--- src/rtl/avgp_pkg.sv ---
// Shared types and constants for the 2-D average pooling block.
// Used by avg_pool_2d_top and avgp_div; depends on nothing else.
package avgp_pkg;

	localparam int PLANES      = 4;
	localparam int MAX_ROWS    = 32;
	localparam int MAX_COLS    = 32;
	localparam int MAX_KERNEL  = 8;
	localparam int STORE_DEPTH = PLANES * MAX_ROWS * MAX_COLS;
	localparam int ADDR_W      = $clog2(STORE_DEPTH);

	localparam int AVG_W   = 16;
	localparam int AREA_W  = $clog2(MAX_KERNEL * MAX_KERNEL + 1);
	localparam int SUM_W   = AVG_W + $clog2(MAX_KERNEL * MAX_KERNEL);
	localparam int COORD_W = 11;
	localparam int CFG_W   = 6;

	localparam logic [5:0] RST_IN_HEIGHT     = 6'd32;
	localparam logic [5:0] RST_IN_WIDTH      = 6'd32;
	localparam logic [3:0] RST_KERNEL_HEIGHT = 4'd2;
	localparam logic [3:0] RST_KERNEL_WIDTH  = 4'd2;
	localparam logic [3:0] RST_STRIDE_ROWS   = 4'd2;
	localparam logic [3:0] RST_STRIDE_COLS   = 4'd2;
	localparam logic [2:0] RST_PAD_ROWS      = 3'd0;
	localparam logic [2:0] RST_PAD_COLS      = 3'd0;

	localparam logic OP_WRITE = 1'b0;
	localparam logic OP_POOL  = 1'b1;

	typedef enum logic [2:0] {
		REG_IN_HEIGHT,
		REG_IN_WIDTH,
		REG_KERNEL_HEIGHT,
		REG_KERNEL_WIDTH,
		REG_STRIDE_ROWS,
		REG_STRIDE_COLS,
		REG_PAD_ROWS,
		REG_PAD_COLS
	} reg_index_t;

	typedef struct packed {
		logic              operation;
		logic [1:0]        plane_index;
		logic [4:0]        row;
		logic [4:0]        col;
		logic signed [15:0] sample;
	} in_word_t;

	typedef struct packed {
		logic signed [AVG_W-1:0] average;
		logic                    out_of_range;
	} out_word_t;

	typedef struct packed {
		logic                    start;
		logic signed [SUM_W-1:0] dividend;
		logic [AREA_W-1:0]       divisor;
	} div_req_t;

	typedef struct packed {
		logic                    done;
		logic signed [AVG_W-1:0] quotient;
	} div_rsp_t;

endpackage

--- src/rtl/avgp_div.sv ---
// Bit-serial divider that rounds a signed window sum by the kernel area.
// Rounds to nearest with ties away from zero; types come from avgp_pkg.
module avgp_div (
	input  logic               clk,
	input  logic               arst_n,
	input  avgp_pkg::div_req_t req,
	output avgp_pkg::div_rsp_t rsp
);

	localparam int SW    = avgp_pkg::SUM_W;
	localparam int AW    = avgp_pkg::AREA_W;
	localparam int QW    = avgp_pkg::AVG_W;
	localparam int CNT_W = $clog2(SW + 1);

	logic [SW-1:0]    mag;
	logic [SW-1:0]    quo_q;
	logic [AW-1:0]    rem_q;
	logic [AW-1:0]    divisor_q;
	logic [AW:0]      rem_sh;
	logic [AW:0]      rem_sub;
	logic             take;
	logic [CNT_W-1:0] cnt_q;
	logic             busy_q;
	logic             neg_q;
	logic             done_q;
	logic [QW-1:0]    q_low;

	always_comb begin
		mag = req.dividend[SW-1] ? SW'(-req.dividend) : SW'(req.dividend);
		mag = mag + SW'(req.divisor >> 1);
	end

	assign rem_sh  = {rem_q, quo_q[SW-1]};
	assign rem_sub = rem_sh - {1'b0, divisor_q};
	assign take    = rem_sh >= {1'b0, divisor_q};

	always_ff @(posedge clk or negedge arst_n) begin
		if (!arst_n) begin
			busy_q <= 1'b0;
			done_q <= 1'b0;
		end else begin
			done_q <= 1'b0;
			if (req.start) begin
				busy_q <= 1'b1;
			end else if (busy_q && cnt_q == CNT_W'(1)) begin
				busy_q <= 1'b0;
				done_q <= 1'b1;
			end
		end
	end

	always_ff @(posedge clk) begin
		if (req.start) begin
			quo_q     <= mag;
			rem_q     <= '0;
			divisor_q <= req.divisor;
			neg_q     <= req.dividend[SW-1];
			cnt_q     <= CNT_W'(SW);
		end else if (busy_q) begin
			rem_q <= take ? rem_sub[AW-1:0] : rem_sh[AW-1:0];
			quo_q <= {quo_q[SW-2:0], take};
			cnt_q <= cnt_q - CNT_W'(1);
		end
	end

	assign q_low        = quo_q[QW-1:0];
	assign rsp.done     = done_q;
	assign rsp.quotient = signed'(neg_q ? (~q_low + 1'b1) : q_low);

endmodule

--- config.mk ---
export PLATFORM = sky130hd
export DESIGN_NAME = avgp_div
export DESIGN_NICKNAME = d
export VERILOG_FILES = /design/src/rtl/avgp_pkg.sv /design/src/rtl/avgp_div.sv
export SDC_FILE = /design/constraint.sdc
export NUM_CORES = 1
export LEC_CHECK = 0
export BUFFER_PORTS_ARGS = -buffer_cell sky130_fd_sc_hd__clkbuf_2
export CAP_MARGIN = 20
export CORE_ASPECT_RATIO = 0.5
export CORE_UTILIZATION = 54
export CTS_CLUSTER_DIAMETER = 40
export DETAILED_ROUTE_END_ITERATION = 7
export PLACE_DENSITY = 0.76
export SYNTH_ARGS = -nofsm -noshare
export SYNTH_HDL_FRONTEND = slang
export SYNTH_SLANG_ARGS = --single-unit
--- constraint.sdc ---
create_clock -name clk -period 3.72 [get_ports clk]
set_clock_uncertainty 0.1 [all_clocks]
set_input_delay 0.186 -clock clk [delete_from_list [all_inputs] [get_ports clk]]
set_output_delay 0.186 -clock clk [all_outputs]
set_load 0.005 [all_outputs]
**Word level (Yosys, flattened, before mapping)**

Cells that the tools add are included.

- Register bits after elaboration: 44
- Latch bits: 0
- Bits in writable memories: 0
- Bits in read-only memories: 0
- Logic and storage cells: 27
- Memories kept: 0

- Add/sub/neg operators: 5
- Multiply operators: 0
- Divide/modulo/power cells: 0
- $lt $le $gt $ge: 1
- Equality and inequality tests: 1
- Shift-type cells: 0
- Mux-type cells: 9
- Bitwise logic cells: 1
- Reduce and logical (&&, ||, !) cells: 3

Operator list:

| operator | number |
|---|---|
| $mux W22 | 3 |
| $add A22 B6 Y22 | 1 |
| $neg A22 Y22 | 1 |
| $add A16 B1 Y16 const B | 1 |
| $mux W16 | 1 |
| $not A16 Y16 | 1 |
| $ge A8 B7 Y1 | 1 |
| $mux W7 | 1 |
| $sub A7 B7 Y7 | 1 |
| $eq A5 B1 Y1 const B | 1 |
| $sub A5 B1 Y5 const B | 1 |
| $mux W1 | 4 |
| $reduce_bool A2 Y1 | 2 |
| $logic_and A1 B1 Y1 | 1 |

**Depth between registers and ports, before layout**

Gate-level depths: netlist of run 1.

- Depth after elaboration: 4
- Depth in mapped cells: 15
- Gate-level depth less buffers: 14

**Worst setup path before layout of run 1**

Ideal clock, no wire load.

- Kind: input -> register
- Start point: input req[28] (netlist name)
- End point: register quo_q[17], data pin
- Arrival: 3361 ps
- Required time: 3360 ps
- Setup slack: -1 ps
- Stages: 14
- Path buffers: 3
- Path through: buf_1 > clkbuf_1 > clkbuf_1 > o31ai_1 > xnor2_1 > ha_1 > o21ai_0 > o21a_1 > a211oi_1 > nor4b_2 > and3_4 > nand3_1 > xnor2_1 > mux2_2

- Longest elaborated chain between the ends: 3

Ends and longest elaborated chain:

| item | line | text |
|---|---|---|
| start: declaration | avgp_div.sv:6 | `input avgp_pkg::div_req_t req,` |
| $mux W22 | avgp_div.sv:29 | `mag = req.dividend[SW-1] ? SW'(-req.dividend) : SW'(req.dividend);` |
| $add A22 B6 Y22 | avgp_div.sv:30 | `mag = mag + SW'(req.divisor >> 1);` |
| $mux W22 | avgp_div.sv:53 | `if (req.start) begin` |
| end signal: assignment | avgp_div.sv:54 | `quo_q <= mag;` |
| end signal: assignment | avgp_div.sv:61 | `quo_q <= {quo_q[SW-2:0], take};` |
| end: declaration | avgp_div.sv:16 | `logic [SW-1:0] quo_q;` |

No other way between the ends.
A chain may end at the register's enable or synchronous reset.

**Worst setup path in the final report of run 1**

- Start point: input req[7] (netlist name)
- End point: register quo_q[20], data pin

- Longest elaborated chain between the ends: 4

Ends and longest elaborated chain:

| item | line |
|---|---|
| $neg A22 Y22 | avgp_div.sv:29 |
| $mux W22 (*) | avgp_div.sv:29 |
| $add A22 B6 Y22 (*) | avgp_div.sv:30 |
| $mux W22 (*) | avgp_div.sv:53 |

Every way passes the cells marked *; elsewhere a longest branch is shown, timed or not.

==> results.cfg, run 1 <==
[final_layout]
stdcell_count = 519
layout-drive-gt1-share_pct = 22.5
multiInputGateArea_sq_um = 2230
nFillCells = 528
syn_to_final_growth_pct = 14.7
final_cell_area_sq_um = 4110
diodes = 0
num-nets-final = 481
area.sequential_sq_um = 1190

[floorplanning]
fp.coreArea_sq_um = 6230
die_area_sq_um = 6980
num_rows = 20
die_height_um = 59.6
start_util_pct = 57.4
die_w_um = 117
ios = 49

[yosys]
synth-xor-area-share_pct = 13.7
synth.most_common_cell = xnor2_1
yosysSeqAreaShare_pct = 33.3
synth_top_family_by_area = simple AND/OR/NAND/NOR gates
yosysUniqueCellTypes = 66
synthAdderAreaFrac_pct = 7.06
synth_commonest_cells = 40 x xnor2_1, 30 x edfxtp_1, 29 x nand2_1
yosys_most_used_dff = edfxtp_1
syn-num-nets = 430
postSynthCellCount = 379
yosys.area_share.simple_pct = 18.1
synthMuxAreaShare_pct = 5.52
synth_edf_count = 30
synth_compound_area_share_pct = 17.8
syn_area_per_cell_sq_um = 9.45
ys_warn_count = 0
netlist_area_sq_um = 3580
ys_ff_latch = 44
yosysTopAreaCell = edfxtp_1
async_reset_ff_share_pct = 4.55
yosys-top-cells-area = edfxtp_1 25%, xnor2_1 9.8%, dfxtp_1 6.7%
synth.top_cell.area_share_pct = 25.2

[detailed_routing]
drtAntennaViolNets = 0
routed_via_density = 5.82
drt-total-wl_mm = 8.01
drt_pass1_iterations = 4
routed-via-count = 3021
met1_length_mm = 3.64
route.met2.wl_mm = 3.97
wl_per_cell_um = 15.4
highest_layer = met4
wl_met3_um = 280
route.detailed.drc = 0
drt_iter0_markers = 186

[cts]
clkSlewWorstSetupHoldPaths_ns = 0.06
cts_sinks = 44
cts_max_level = 2
cts_root_buf = clkbuf_16
cts_buffer_depth = 2
insertion_delay_ns = 0.29
cts_resized = 0
cts_tree = built
numCtsBuffers = 5

[worst_setup_path]
path_max_fanout = 6
cp_slowest_cell = nor4_2
critPathKind = in -> reg
cp.required_ns = 3.66
ff2ff_path_depth = 12
crit_buf_inv = 2
critPathMaxStageDelay_ns = 0.49
reg2reg_to = rem_q[1]$_SDFFE_PP0P_
cp-start-kind = primary input
crit_chain = clkbuf_2, inv_1, ha_1, or3b_1, nand2_1, xnor2_1, ha_1, o21ai_0, o21bai_1, a21oi_1, nor4_2, nand3_1, nor3_1, xnor2_1, mux2_2
crit_path_end_kind = flip-flop
critical_path.top_delay_family = simple AND/OR/NAND/NOR gates
crit_arrival_ns = 3.14
r2r-start = quo_q[21]$_DFFE_PP_
rrSetupSlack_ns = 0.88

[hold_path]
whs_endpoint = divisor_q[5]$_DFFE_PP_
whs_path_depth = 1
min-delay-start = req[5]
hold_path_class = in -> reg

[global_routing]
grt_antenna_before_repair = 0
grt_pass1_wl_mm = 13.2
grt_overflow = 0
grt_usage_pct = 24.7
grt_start_max_net_pins = 45
grt_pass1_vias = 2846

[timing]
hold_violations = 0
slew_headroom_pct = 41.5
maxSlewViolCount = 0
setup_slack_ns = 0.525
rsz0062_at_grt = false
fin_crit_sh_pct = 85.9
fmax_mhz = 313
setup_viol_count_final = 0
tightest_slew_ns = 0.876
tns_ns = 0
finalCriticalPeriod_ns = 3.19

[flow_run]
cap_violations = 0

[power]
powerDensity_nw_per_um2 = 470
power.static_leakage_nw = 1.62
ir_worst_vdd_v = 0.000222

[placement]
hpwl_mm = 6.00
globalplace.congestion = 0.798
port_buffers = 48
dp.cells = 507
placed_cell_area_sq_um = 3920
place_ws_ns = 0.251

[outcome]
status = finished, final reports clean
cells in the final DEF, fill, tap and decap left out, types with 3 or more instances in the layout:
cell / instances
or3_1: 4
nor2b_1: 4
o21ai_0: 23
o41ai_1: 3
nor4_1: 4
a211oi_1: 8
o41ai_2: 3
ha_1: 17
nor2_1: 22
nand3_1: 8
inv_1: 23
edfxtp_1: 30
xnor2_1: 40
o21bai_1: 3
clkbuf_16: 5
buf_4: 8
mux2i_1: 4
dlygate4sd3_1: 4
nand2b_1: 7
nand4_1: 3
a21o_1: 4
a21oi_1: 15
dfxtp_1: 12
o31ai_1: 6
mux2_2: 14
nand2_1: 29
or4_1: 5
nor3b_1: 4
a31oi_1: 4
clkbuf_2: 48
nor3_1: 8
xor2_1: 14
o311ai_0: 3
per-stage QoR:
stage          power [mW]  hold slack, ns  utilization, %
6_report             1.93          0.0205            65.9
5_1_grt              2.05         0.00914            65.9
4_1_cts              1.93         0.00207            65.9
3_5_place_dp         1.49          -0.127            63.0
3_3_place_gp         1.45          -0.127            63.0
2_1_floorplan        1.26          -0.210               -
sequential cells by signal, indices dropped and copies added (netlist names):
register,flops
done_q,1
neg_q,1
rem_q,7
divisor_q,7
cnt_q,5
busy_q,1
quo_q,22
cell type report:
type                            count  share of cell area, %
Clock buffer                        5                   3.05
Clock inverter                      3                  0.457
Inverter                           23                   2.10
Multi-Input combinational cell    296                   54.4
Sequential cell                    44                   29.0
Tap cell                           88                   2.68
Timing Repair Buffer               60                   8.29
metal layers:
| layer | up-vias | track usage [%] |
|---|---|---|
| li1 | 1497 | - |
| met1 | 1443 | 30.5 |
| met2 | 67 | 44.2 |
| met3 | 14 | 4.60 |
| met4 | 0 | 7.59 |
| met5 | - | 0 |
worst max path at each step:
stage | slack (ns) | to | start | cells after the start
2_1_floorplan | 0.07 | quo_q[17]$_DFFE_PP_ | req[28] | 14
3_3_place_gp | 0.33 | quo_q[17]$_DFFE_PP_ | req[8] | 13
3_5_place_dp | 0.25 | quo_q[20]$_DFFE_PP_ | req[7] | 15
4_1_cts | 0.54 | quo_q[20]$_DFFE_PP_ | req[7] | 15
5_1_grt | 0.26 | quo_q[20]$_DFFE_PP_ | req[7] | 15
6_report | 0.53 | quo_q[20]$_DFFE_PP_ | req[7] | 15
cells by family (layout without fill, tap and decap cells):
family / count (synthesis) / after routing
xor+xnor: 55 / 55
fa+ha+maj: 19 / 19
flops: 44 / 44
buf+inv: 39 / 91
mux: 18 / 18
compound gates: 88 / 88
simple gates: 116 / 116
where the power goes:
group          leakage, nW  switching, mW  internal, mW
Combinational         1.11          0.377         0.382
Sequential           0.434         0.0949         0.637
Clock               0.0736          0.191         0.248
Total                 1.62          0.662          1.27
repair_timing:
item,CTS,global route
hold endpoints to repair,5,0
hold buffers,4,0
setup buffers,0,0
Note: power is estimated with default switching activity, not from simulation.
==> inputs of run 2 (changes only) <==
- ABC_AREA: unset -> 1
- PLACE_DENSITY: 0.76 -> 0.75
==> run 2 against run 1 <==
Synthesized cell count up 39%. Combinational power decreased by 14%. Flip-flop and latch count unchanged. Critical endpoint is now rsp[14]. First-iteration DRC count shrank 4.3%. Utilization grew 1.2 points.
==> results.cfg, run 2 <==
[cts]
cts_buffer_depth = 2
clkSlewWorstSetupHoldPaths_ns = 0.07
cts_resized = 0
insertion_delay_ns = 0.29
cts_max_level = 2
numCtsBuffers = 5
cts_tree = built
cts_root_buf = clkbuf_16
cts_sinks = 44

[floorplanning]
die_height_um = 60.7
die_area_sq_um = 7260
start_util_pct = 58.6
ios = 49
die_w_um = 119
num_rows = 20
fp.coreArea_sq_um = 6360

[placement]
dp.cells = 652
hpwl_mm = 6.08
port_buffers = 48
placed_cell_area_sq_um = 4020
globalplace.congestion = 0.869

[power]
power.static_leakage_nw = 2.13
combPwrFrac_pct = 35.9
clock_power_share_pct = 26.6
intPower_mw = 1.18
ir_worst_vdd_v = 0.000216
power_frac_seq_pct = 37.5
powerDensity_nw_per_um2 = 425
sw_frac_of_total_pct = 35.1
power_switching_mw = 0.636

[timing]
holdWs_ns = 0.0161
tightest_slew_ns = 0.664
tns_ns = 0
fin_crit_sh_pct = 70.3
fmax_mhz = 382
slew_headroom_pct = 55.7
rsz0062_at_grt = false
hold_violations = 0
setup_viol_count_final = 0
finalCriticalPeriod_ns = 2.62
maxSlewViolCount = 0

[global_routing]
grt_usage_pct = 23.2
grt_start_max_net_pins = 39
grt_pass1_vias = 3075
grt_pass1_wl_mm = 13.4
grt_antenna_before_repair = 0
grt_overflow = 0

[final_layout]
syn_to_final_growth_pct = 14.5
final_common_cell = nand2_1
num-nets-final = 628
largest_register_ffs = 22
layout-drive-gt1-share_pct = 17.1
stdcell_count = 666
final_cell_area_sq_um = 4270
final_cell_mix = 137 x nand2_1, 77 x inv_1, 48 x clkbuf_2
nFillCells = 587
reg_top3 = quo_q (22), divisor_q (7), rem_q (7)
diodes = 0
top_register = quo_q

[yosys]
ys_warn_count = 0
synth_edf_count = 30
synth.top_cell.area_share_pct = 24.2
syn_area_per_cell_sq_um = 7.08
netlist_area_sq_um = 3730
yosysUniqueCellTypes = 38
synth.most_common_cell = nand2_1
yosysTopAreaCell = edfxtp_1
async_reset_ff_share_pct = 4.55
ys_ff_latch = 44
yosysSeqAreaShare_pct = 32.0
synth_commonest_cells = 137 x nand2_1, 77 x inv_1, 44 x nor2_1
postSynthCellCount = 526
yosys_most_used_dff = edfxtp_1
syn-num-nets = 577
yosys-top-cells-area = edfxtp_1 24%, nand2_1 14%, inv_1 7.8%

[worst_setup_path]
cp.required_ns = 3.43
path_max_fanout = 3
cp-start-kind = flip-flop
crit_arrival_ns = 2.33
crit_path_end_kind = primary output
critPathKind = reg -> out

[outcome]
status = finished, final reports clean

[detailed_routing]
wl_per_cell_um = 11.7
drt_iter0_markers = 178
drt_pass1_iterations = 7
routed_via_density = 5.19
route.detailed.drc = 0
drtAntennaViolNets = 0
drt-total-wl_mm = 7.78
routed-via-count = 3454

[flow_run]
cap_violations = 0

[hold_path]
hold_path_class = in -> reg
-- run 2: cell types whose count changed after synthesis, moves of 6 or more --
cell	change
xnor2_1	-31
nand2_2	+19
nand2b_1	-7
a211oi_1	-8
o21ai_0	+12
nor2_1	+22
nand2_1	+108
nor2_2	+6
inv_1	+54
o22ai_1	+6
mux2_2	-14
nand3_1	+28
-- run 2: cell families (layout without fill, tap and decap cells) --
family / Yosys count / after routing / synth area share [%]
buffers and inverters: 89 / 141 / 9.50
AND/OR/NAND/NOR: 275 / 275 / 34.4
flip-flops: 44 / 44 / 32.0
adder cells (fa/ha/maj): 19 / 19 / 6.78
AO/OA/AOI/OAI: 71 / 71 / 10.7
XOR/XNOR: 28 / 28 / 6.58
-- run 2: through the flow --
stage                     setup slack (ns)  util, %  total power, mW
after floorplan                       1.29        -             1.15
after global placement               0.934     63.3             1.32
after detailed placement             0.862     63.3             1.33
after CTS                             1.11     66.5             1.82
after global routing                 0.873     67.1             1.95
final                                 1.10     67.1             1.81
-- run 2: area by class of cell --
class                           instances  area, sq um  share of cell area (%)
Sequential cell                        44         1190                    27.9
Timing Repair Buffer                   55          325                    7.63
Inverter                               78          293                    6.86
Clock inverter                          2         15.0                   0.352
Clock buffer                            6          150                    3.52
Tap cell                               88          110                    2.58
Multi-Input combinational cell        393         2180                    51.1
-- run 2: metal layers --
| metal | global-route usage (%) | routed length [um] | up-vias |
|---|---|---|---|
| li1 | - | - | 1811 |
| met1 | 29.2 | 3820 | 1598 |
| met5 | 0 | 0 | - |
| met2 | 42.9 | 3710 | 38 |
| met4 | 5.00 | 65 | 0 |
| met3 | 4.23 | 194 | 7 |
-- run 2: path summary, 6_finish.rpt --
path                       slack [ns]  depth (start not counted)                endpoint                  start
setup / recovery                 1.10                         11                 rsp[14]     quo_q[0]$_DFFE_PP_
hold / removal                   0.02                          1  divisor_q[1]$_DFFE_PP_                 req[1]
setup reg to reg                 1.35                          8   rem_q[4]$_SDFFE_PP0P_    quo_q[21]$_DFFE_PP_
hold reg to reg                  0.36                          2   cnt_q[4]$_SDFFE_PP1P_  cnt_q[4]$_SDFFE_PP1P_
max in group asynchronous        3.32                          2      busy_q$_DFFE_PN0P_                 arst_n
min in group asynchronous        0.11                          2        done_q$_DFF_PN0_                 arst_n
-- run 2: worst max-delay path, stage by stage, from the launching register on --
cell	delay, ns
edfxtp_1	0.44
inv_1	0.10
ha_1	0.17
nand3_1	0.11
nor3_1	0.20
nand2_1	0.08
o21ai_0	0.25
o21ai_0	0.22
inv_1	0.10
o21ai_0	0.09
xor2_1	0.15
clkbuf_2	0.11
-- run 2: what timing repair did --
| item | 4_1_cts | 5_1_grt |
|---|---|---|
| hold buffers | 4 | 1 |
| buffers inserted | 0 | 0 |
| endpoints found under the hold margin | 5 | 1 |
-- run 2: power groups by stage --
stage	registers, mW	logic, mW	clock network [mW]
2_1_floorplan	0.666	0.485	0
3_3_place_gp	0.686	0.635	0
3_5_place_dp	0.688	0.643	0
4_1_cts	0.678	0.652	0.492
5_1_grt	0.690	0.753	0.504
6_report	0.679	0.652	0.482
==> inputs of run 3 (changes only) <==
- CORE_UTILIZATION: 54 -> 53
- PLACE_DENSITY: 0.75 -> 0.77
- clock period: 3.72 -> 2.28 ns (I/O delays scaled with it)
==> run 3 against run 2 <==
Register-to-register slack got worse by 1.3 ns. Power up 84%. Final area grew 14%. Setup slack worse by 1.2 ns. Wire length increased by 23%. The run now ends with setup timing left. Hold slack better by 0.043 ns. Sequential power increased by 66%. Combinational power rose by 110%. Highest routed layer unchanged.
==> results.cfg, run 3 (synthesis gave the netlist of run 2 again) <==
[final_layout]
reg_top3 = quo_q (22), divisor_q (7), rem_q (7)
final_cell_area_sq_um = 4860
final_common_cell = nand2_1
num-nets-final = 674
stdcell_count = 716
layout-drive-gt1-share_pct = 27.6
largest_register_ffs = 22
top_register = quo_q
diodes = 0
final_cell_mix = 132 x nand2_1, 74 x inv_1, 43 x nor2_1
syn_to_final_growth_pct = 30.3
nFillCells = 526

[placement]
port_buffers = 48
dp.cells = 689
hpwl_mm = 6.50
placed_cell_area_sq_um = 4330
place_ws_ns = -0.310
globalplace.congestion = 0.835

[worst_setup_path]
rrSetupSlack_ns = 0.06
ff2ff_path_depth = 8
cp-start-kind = flip-flop
reg2reg_to = quo_q[0]$_DFFE_PP_
crit_path_end_kind = primary output
critPathKind = reg -> out
cp.required_ns = 2.07
r2r-start = quo_q[21]$_DFFE_PP_
crit_arrival_ns = 2.11
path_max_fanout = 2

[cts]
clkSlewWorstSetupHoldPaths_ns = 0.07
cts_tree = built
cts_sinks = 44
cts_buffer_depth = 2
cts_root_buf = clkbuf_16
cts_max_level = 2
numCtsBuffers = 5
insertion_delay_ns = 0.29

[detailed_routing]
drt_pass1_iterations = 5
routed-via-count = 3752
routed_via_density = 5.24
drt-total-wl_mm = 9.54
wl_per_cell_um = 13.3
drt_iter0_markers = 292
route.detailed.drc = 0
drtAntennaViolNets = 0

[outcome]
status = complete, but fails checks
violations = setup timing

[hold_path]
hold_path_class = in -> async

[timing]
fin_crit_sh_pct = 102
hold_violations = 0
finalCriticalPeriod_ns = 2.33
slew_headroom_pct = 52.7
tightest_slew_ns = 0.709
setup_slack_ns = -0.0486
rsz0062_at_grt = true
maxSlewViolCount = 0
fmax_mhz = 429
setup_viol_count_final = 4

[global_routing]
grt_pass1_vias = 3413
grt_pass1_wl_mm = 14.5
grt_start_max_net_pins = 26
grt_antenna_before_repair = 0
grt_usage_pct = 25.0
grt_overflow = 0

[floorplanning]
die_area_sq_um = 7390
start_util_pct = 55.4
num_rows = 21
die_height_um = 61.3
die_w_um = 121
ios = 49
fp.coreArea_sq_um = 6730

[power]
ir_worst_vdd_v = 0.000406
power.total_mw = 3.34
powerDensity_nw_per_um2 = 688
power.static_leakage_nw = 2.41

[flow_run]
cap_violations = 0
-- run 3: changes by cell type in the layout (fill, tap and decap cells not counted), sizes merged --
cell,before,now
buf,2,51
bufinv,0,1
clkbuf,54,46
dlygate4sd3,5,7
dlymetal6s4s,0,1
nor2,56,57
-- run 3: cell type report --
cell class,count,area (sq um),share of cell area (%)
clock buffers,5,125,2.58
flip-flops and latches,44,1190,24.5
multi-input cells,394,2370,48.7
well taps,92,115,2.37
inverters,78,318,6.54
repair buffers,100,696,14.3
clock inverters,3,45.0,0.928
-- run 3: power breakdown --
group | leakage, nW | internal, mW | switching, mW | total [mW]
Sequential | 0.444 | 1.00 | 0.124 | 1.13
Clock | 0.0847 | 0.521 | 0.313 | 0.835
Combinational | 1.88 | 0.619 | 0.760 | 1.38
-- run 3: how the worst max path moves through the flow --
stage                             startpoint                  end  slack (ns)
after floorplan                       req[8]  quo_q[15]$_DFFE_PP_      -0.001
after global placement                req[8]  quo_q[17]$_DFFE_PP_       -0.27
after detailed placement              req[7]  quo_q[11]$_DFFE_PP_       -0.31
after CTS                 quo_q[0]$_DFFE_PP_              rsp[14]       -0.05
after global routing      quo_q[0]$_DFFE_PP_              rsp[14]       -0.19
final                     quo_q[1]$_DFFE_PP_               rsp[5]       -0.05
-- run 3: per-stage QoR --
| step | TNS, ns | util, % | hold WS [ns] |
|---|---|---|---|
| detailed placement | -3.64 | 64.4 | -0.194 |
| finish | -0.0883 | 72.2 | 0.0588 |
| CTS | -0.0781 | 69.6 | 0.0358 |
| global route | -1.58 | 72.2 | 0.0713 |
| global placement | -2.92 | 64.4 | -0.201 |
| floorplan | -0.00148 | - | -0.282 |
-- run 3: metal layers --
metal / wire, um / global-route usage [%]
met3: 350 / 4.54
met2: 4740 / 45.9
met5: 0 / 0
met4: 153 / 7.23
met1: 4300 / 31.2
-- run 3: worst max-delay path, cell delays in order (launching register included) --
cell	delay (ns)
edfxtp_1	0.43
buf_6	0.15
nor3_4	0.21
nand3_2	0.13
buf_4	0.16
buf_6	0.10
buf_6	0.10
buf_4	0.12
buf_4	0.12
nand2_2	0.05
xnor2_1	0.12
buf_2	0.13
-- run 3: what timing repair did --
item,in CTS,in global routing
resized for setup,16,34
pin swaps,2,20
cloned,0,1
endpoints found under the setup margin,11,25
buffers inserted,7,7
hold buffers,8,0
hold endpoints to repair,9,0
